--- src/rtl/tdpt_pkg.sv ---
// Shared types for the trial-division primality tester.
`default_nettype none

package tdpt_pkg;

    // Status returned by the remainder unit to the sequencer.
    typedef struct packed {
        logic done;       // one-cycle pulse when the remainder is final
        logic rem_zero;   // remainder was zero (divisor divides the value)
    } t_rem_sts;

endpackage

`default_nettype wire

--- src/rtl/tdpt_rem_unit.sv ---
// Iterative restoring remainder unit, one quotient bit per cycle.
`default_nettype none

module tdpt_rem_unit
    import tdpt_pkg::*;
#(
    parameter int VALUE_WIDTH = 32
) (
    input  wire logic                   i_clk,
    input  wire logic                   i_rst_n,
    input  wire logic                   i_start,
    input  wire logic [VALUE_WIDTH-1:0] i_dividend,
    input  wire logic [VALUE_WIDTH-1:0] i_divisor,
    output t_rem_sts                    o_sts
);

    localparam int CW = (VALUE_WIDTH > 1) ? $clog2(VALUE_WIDTH) : 1;

    logic                   r_busy;
    logic [CW-1:0]          r_cnt;
    logic [VALUE_WIDTH-1:0] r_dvd;
    logic [VALUE_WIDTH-1:0] r_dvs;
    logic [VALUE_WIDTH-1:0] r_rem;
    t_rem_sts               r_sts;

    logic [VALUE_WIDTH:0]   n_shift;
    logic [VALUE_WIDTH:0]   n_diff;
    logic [VALUE_WIDTH-1:0] n_rem;

    // Bring down the next dividend bit and subtract the divisor if it fits.
    always_comb begin
        n_shift = {r_rem, r_dvd[VALUE_WIDTH-1]};
        n_diff  = n_shift - {1'b0, r_dvs};
        if (n_diff[VALUE_WIDTH]) begin
            n_rem = n_shift[VALUE_WIDTH-1:0];
        end else begin
            n_rem = n_diff[VALUE_WIDTH-1:0];
        end
    end

    always_ff @(posedge i_clk) begin
        if (!i_rst_n) begin
            r_busy <= 1'b0;
            r_cnt  <= '0;
            r_sts  <= '0;
        end else begin
            // Done pulses for one cycle after the last quotient bit.
            r_sts.done <= !i_start && r_busy && (r_cnt == '0);
            if (i_start) begin
                r_busy <= 1'b1;
                r_cnt  <= CW'(VALUE_WIDTH - 1);
                r_dvd  <= i_dividend;
                r_dvs  <= i_divisor;
                r_rem  <= '0;
            end else if (r_busy) begin
                r_rem <= n_rem;
                r_dvd <= {r_dvd[VALUE_WIDTH-2:0], 1'b0};
                r_cnt <= r_cnt - 1'b1;
                if (r_cnt == '0) begin
                    r_busy         <= 1'b0;
                    r_sts.rem_zero <= (n_rem == '0);
                end
            end
        end
    end

    assign o_sts = r_sts;

`ifndef NO_ASSERTIONS
    a_done_pulse: assert property (@(posedge i_clk) disable iff (!i_rst_n)
        r_sts.done |=> !r_sts.done)
        else $error("remainder done held longer than one cycle");
    a_done_after_busy: assert property (@(posedge i_clk) disable iff (!i_rst_n)
        r_sts.done |-> $past(r_busy))
        else $error("remainder done without a running division");
    a_rem_below_divisor: assert property (@(posedge i_clk) disable iff (!i_rst_n)
        (r_busy && r_dvs != '0) |-> (r_rem < r_dvs))
        else $error("partial remainder not below divisor");
`endif

endmodule

`default_nettype wire

--- config.mk ---
export PLATFORM = sky130hd
export DESIGN_NAME = tdpt_rem_unit
export DESIGN_NICKNAME = d
export VERILOG_FILES = /design/src/rtl/tdpt_pkg.sv /design/src/rtl/tdpt_rem_unit.sv
export SDC_FILE = /design/constraint.sdc
export NUM_CORES = 1
export LEC_CHECK = 0
export ABC_AREA = 1
export BUFFER_PORTS_ARGS = -buffer_cell sky130_fd_sc_hd__buf_2
export CAP_MARGIN = 20
export CORE_MARGIN = 1
export CORE_UTILIZATION = 35
export DETAILED_ROUTE_END_ITERATION = 7
export HOLD_SLACK_MARGIN = 0.1
export PLACE_DENSITY_LB_ADDON = 0.15
export SYNTH_ARGS = -nofsm -noshare
export SYNTH_HDL_FRONTEND = slang
export SYNTH_SLANG_ARGS = --single-unit
--- constraint.sdc ---
create_clock -name i_clk -period 4.1 [get_ports i_clk]
set_input_delay 0.615 -clock i_clk [delete_from_list [all_inputs] [get_ports i_clk]]
set_output_delay 0.615 -clock i_clk [all_outputs]
set_load 0.02 [all_outputs]
# [After elaboration in Yosys (flattened, before gate mapping)]
# Index checks and enable logic that the tools add are counted.
# Widths: inputs -> output; s select.
[word_totals] regBits=104 inputBits=67 word_cells=28
[op_classes] addsub=2 muxes=9 bitwise_logic=1 reduce_logical=9
[op_table] cell="$mux 32" n=4
[op_table] cell="$sub 33x32->33" n=1
[op_table] cell="$logic_not 32->1" n=1
[op_table] cell="$mux 5" n=2
[op_table] cell="$logic_not 5->1" n=1
[op_table] cell="$sub 5x1->5 const B" n=1
[op_table] cell="$reduce_and 2->1" n=2
[op_table] cell="$mux 1" n=3
[op_table] cell="$reduce_and 3->1" n=1
[op_table] cell="$logic_and 1x1->1" n=2
[op_table] cell="$reduce_bool 2->1" n=1
[op_table] cell="$logic_not 1->1" n=1
[op_table] cell="$not 1->1" n=1

# [Depth between registers and ports, before layout]
[depth] depth_word=4 mapped_depth=23 depth_no_buf=22

# [Worst setup path before layout]
# No wires, ideal clock.
[synth_timing] path_kind="input to register" startpoint="input i_start" endpoint="register r_dvd[0], enable pin" setup_time_ps=486 t_arrival_ps=3622 t_required_ps=3614 setup_slack_ps=-8 stages=3 path_cell_list="clkbuf_1 nor2_1 nor2_1"
[synth_via] elab_chain_len=2
[synth_rtl] item="start: declaration" line="tdpt_rem_unit.sv:11" text="input wire logic i_start,"
[synth_rtl] item="$reduce_bool 2->1 (no line)"
[synth_rtl] item="$reduce_and 2->1 (no line)"
[synth_rtl] item="end signal: assignment" line="tdpt_rem_unit.sv:52" text="r_dvd <= i_dividend;"
[synth_rtl] item="end signal: assignment" line="tdpt_rem_unit.sv:57" text="r_dvd <= {r_dvd[VALUE_WIDTH-2:0], 1'b0};"
[synth_rtl] item="end: declaration" line="tdpt_rem_unit.sv:21" text="logic [VALUE_WIDTH-1:0] r_dvd;"
# No other way between the ends.
# A chain may end at the register's enable or synchronous reset.

# [Worst setup path in the final report]
[layout_timing] startpoint="register r_dvd[31]" endpoint="register r_sts (netlist bit o_sts[0])"
[layout_via] elab_chain_len=3
[layout_rtl] item="$sub 33x32->33" line="tdpt_rem_unit.sv:33" text="n_diff = n_shift - {1'b0, r_dvs};"
[layout_rtl] item="$mux 32 *" line="tdpt_rem_unit.sv:34" text="if (n_diff[VALUE_WIDTH]) begin"
[layout_rtl] item="$logic_not 32->1 *" line="tdpt_rem_unit.sv:61" text="r_sts.rem_zero <= (n_rem == '0);"
[layout_rtl] item="end: declaration" line="tdpt_rem_unit.sv:24" text="t_rem_sts r_sts;"
# Every way passes the cells marked *; elsewhere a longest branch is shown, timed or not.

==> summary.md <==
| Metric | Value |
|---|---|
| I/O Pins | 69 |
| Async set-reset flop share out of synthesis | 0% |
| ANT nets after route | 0 |
| Initial antenna violation count | 0 |
| CP Launch Type | flip-flop |
| Slowest cell delay on critical path | 410 ps |
| Sw Share | 35.4% |
| Clk sinks | 104 |
| Post-synth net total | 1062 |
| CP endpoint kind | flip-flop |
| Final Slew Violations | 0 |
| Clock share of power | 27.9% |
| Via Count | 5853 |
| Dpl hpwl | 13200 um |
| Wirelength, routed | 17300 um |
| CTS H-tree lvls | 3 |
| RSZ-0062 raised after global routing | false |
| # nets final | 1129 |
| Sequential area share after synthesis | 43.3% |
| Remaining Overflow, GRT | 0 |
| Setup violations, final | 0 |
| Core ar. | 0.0196 sq mm |
| Static leakage | 4.07 nW |
| DRT Pass-1 Iters | 7 |
| Post-synth EDFFs | 96 |
| Row cnt | 51 |
| Post-synthesis register bit count | 104 |
| Post-synthesis cell type count | 38 |
| PortBufs | 68 |
| Most frequent cell on the critical path | nand2_1 |
| Synthesized instance count | 960 |
| Largest net degree at the start of global routing | 65 |
| Max Cap Viol | 0 |
| Vias in the first global route | 5626 |
| Clock buffer depth | 2 |
| Diodes inserted | 0 |
| Worst hold path type | input pin to flip-flop |
| Slew Limit Headroom | 42.8% |
| Most common cell in the netlist | nand2_1 |
| Setup Skew | 12.8 ps |
| Horiz. Die Dim | 144 um |
| DRC viols | 0 |
| Setup CP Type | flip-flop to flip-flop |
| CP arrival | 3510 ps |
| Reg clk slew, reported paths | 80 ps |
| Sequential Power Share | 41.7% |
| Synth Warn # | 0 |
| DR WL/cell | 13.3 um |
| Die H | 144 um |
| GRT Total Usage | 17.7% |
| PD cells | 394 mW/mm^2 |
| Synth area leaders | edfxtp_1, nand2_1, inv_1, ha_1, nor2_1 |
| Largest area contributor in the netlist | edfxtp_1 |
| Finished Layout Cells | 1297 |
| Top-area cell type share of the netlist area | 41.0% |
| CTS Hold Bufs | 0 |
| Starting density of the core | 35.8% |
| Die ar. | 0.0206 sq mm |
| Root Buffer | clkbuf_16 |
| Synth-to-Final Area Change | 12.8% |
| NetSw | 1.10 mW |
| Syn Area/Cell | 7.32 sq um |
| Upper clock frequency limit | 311 MHz |
| Critical-path cell list | inv_1 > ha_1 > fa_1 > inv_1 > nand2_1 > nand2_1 > nand3_1 > nand2_1 > nand2_1 > nand2_2 > nand2_4 > nand2_4 > nand2_4 > nand2_4 > nand2_1 > nand2_1 > nand2_1 > nor2_1 > nand2_1 > nor2_1 > nand3_1 > a21oi_1 |
| Most common library cells after synthesis | nand2_1, inv_1, edfxtp_1, nor2_1, nand3_1 |
| TNS Setup | 0 ps |
| Comb pwr share | 30.4% |
| Setup repair bufs after CTS | 0 |
| Final hold violations | 0 |
| Clock Latency Late Sink | 360 ps |
| Status | finished clean |
| Worst slew pin tran | 857 ps |
| Final Cycle Share | 78.3% |
| DR vias/cell | 4.51 |
| Final min period | 3210 ps |
| RD Place Congestion | 0.935 |
| Share of cells above drive strength 1 | 11.3% |
| Worst-path cell with the longest stage delay | fa_1 |
| Iteration-0 DRC Markers | 313 |
| TritonCTS buffer count | 9 |
| CP max FO | 29 |
| Int Power | 2.02 mW |
| Post-cts sizing count | 0 |
| CTS tree | yes |
| Inst Count DP | 1281 |
| First-pass GRT wire length | 27900 um |
| CP required | 4390 ps |
| Synthesized cell area | 0.00702 sq mm |
| Ys flop type | edfxtp_1 |
| Max VDD drop | 0.000241 V |
-- layout make-up --
class | instances | area [sq um]
clock inverters | 6 | 57.6
well taps | 265 | 332
multi-input cells | 679 | 3290
clock buffers | 10 | 229
inverters | 161 | 604
flip-flops and latches | 104 | 3040
repair buffers | 72 | 370
fillers | 2135 | 11700
-- stage by stage --
stage / hold WS [ps] / setup slack (ps) / cell area [sq um] / util (%) / total power [mW]
6_report: 426 / 888 / 7920 / 40.4 / 3.12
5_1_grt: 410 / 496 / 7920 / 40.4 / 3.32
4_1_cts: 409 / 831 / 7920 / 40.4 / 3.16
3_5_place_dp: 476 / 837 / 7630 / 39.0 / 2.27
3_3_place_gp: 472 / 970 / 7630 / 39.0 / 2.27
2_1_floorplan: 453 / 1060 / 7030 / - / 2.05
-- layout by cell type (no fill, tap or decap), types with 3 or more instances in the layout --
cell       netlist  final
a21oi_1         29     29
buf_2            0     68
buf_4            2      4
clkbuf_16        0      9
dfxtp_1          8      8
edfxtp_1        96     96
ha_1            34     34
inv_1          159    159
inv_6            0      3
nand2_1        398    398
nand2_2          8      8
nand2_4          6      6
nand3_1         39     39
nand3_2          5      5
nand3b_1        10     10
nand4_1          8      8
nor2_1          94     93
nor3_1           6      6
o21ai_0          5      5
o21bai_1         5      5
xnor2_1          9      9
xor2_1           3      3
-- cell families after synthesis --
group / count (synthesis) / synth area share [%]
AO/OA/AOI/OAI: 49 / 4.13
buffers and inverters: 177 / 9.99
XOR/XNOR: 12 / 1.50
AND/OR/NAND/NOR: 583 / 34.7
adder cells (fa/ha/maj): 35 / 6.34
flip-flops: 104 / 43.3
-- per-layer routing --
layer,global-route usage [%],part of all wire (%),vias up
met5,0,0,-
met4,4.93,1.8,0
met3,3.83,4.8,21
met2,28.9,45,136
met1,23.5,48,2575
li1,-,-,3121
-- worst paths after layout --
check,start,endpoint,slack [ps],depth (start not counted)
setup reg to reg,r_dvd[31],o_sts[0],890,22
hold / removal,i_divisor[17],r_dvs[17],430,1
setup / recovery,r_dvd[31],o_sts[0],890,22
hold reg to reg,r_cnt[0],r_cnt[0],480,2
-- critical path: cells and delay by family (launching register included) --
family / cells / cell delay [ps]
adder cells (fa/ha/maj): 2 / 630
buffers and inverters: 2 / 170
AND/OR/NAND/NOR: 17 / 1900
AO/OA/AOI/OAI: 1 / 130
flip-flops: 1 / 320
-- state kept, by name, summed over array words and instances (netlist names) --
| name | cells |
|---|---|
| o_sts | 2 |
| r_busy | 1 |
| r_cnt | 5 |
| r_dvd | 32 |
| r_dvs | 32 |
| r_rem | 32 |
-- power by group through the flow --
stage               combinational [mW]  clock, mW  sequential (mW)
floorplan                        0.729          0             1.32
global placement                 0.950          0             1.32
detailed placement               0.949          0             1.32
CTS                              0.953      0.907             1.30
global route                      1.08      0.932             1.31
finish                           0.950      0.870             1.30
Note: power is estimated with default switching activity, not from simulation.
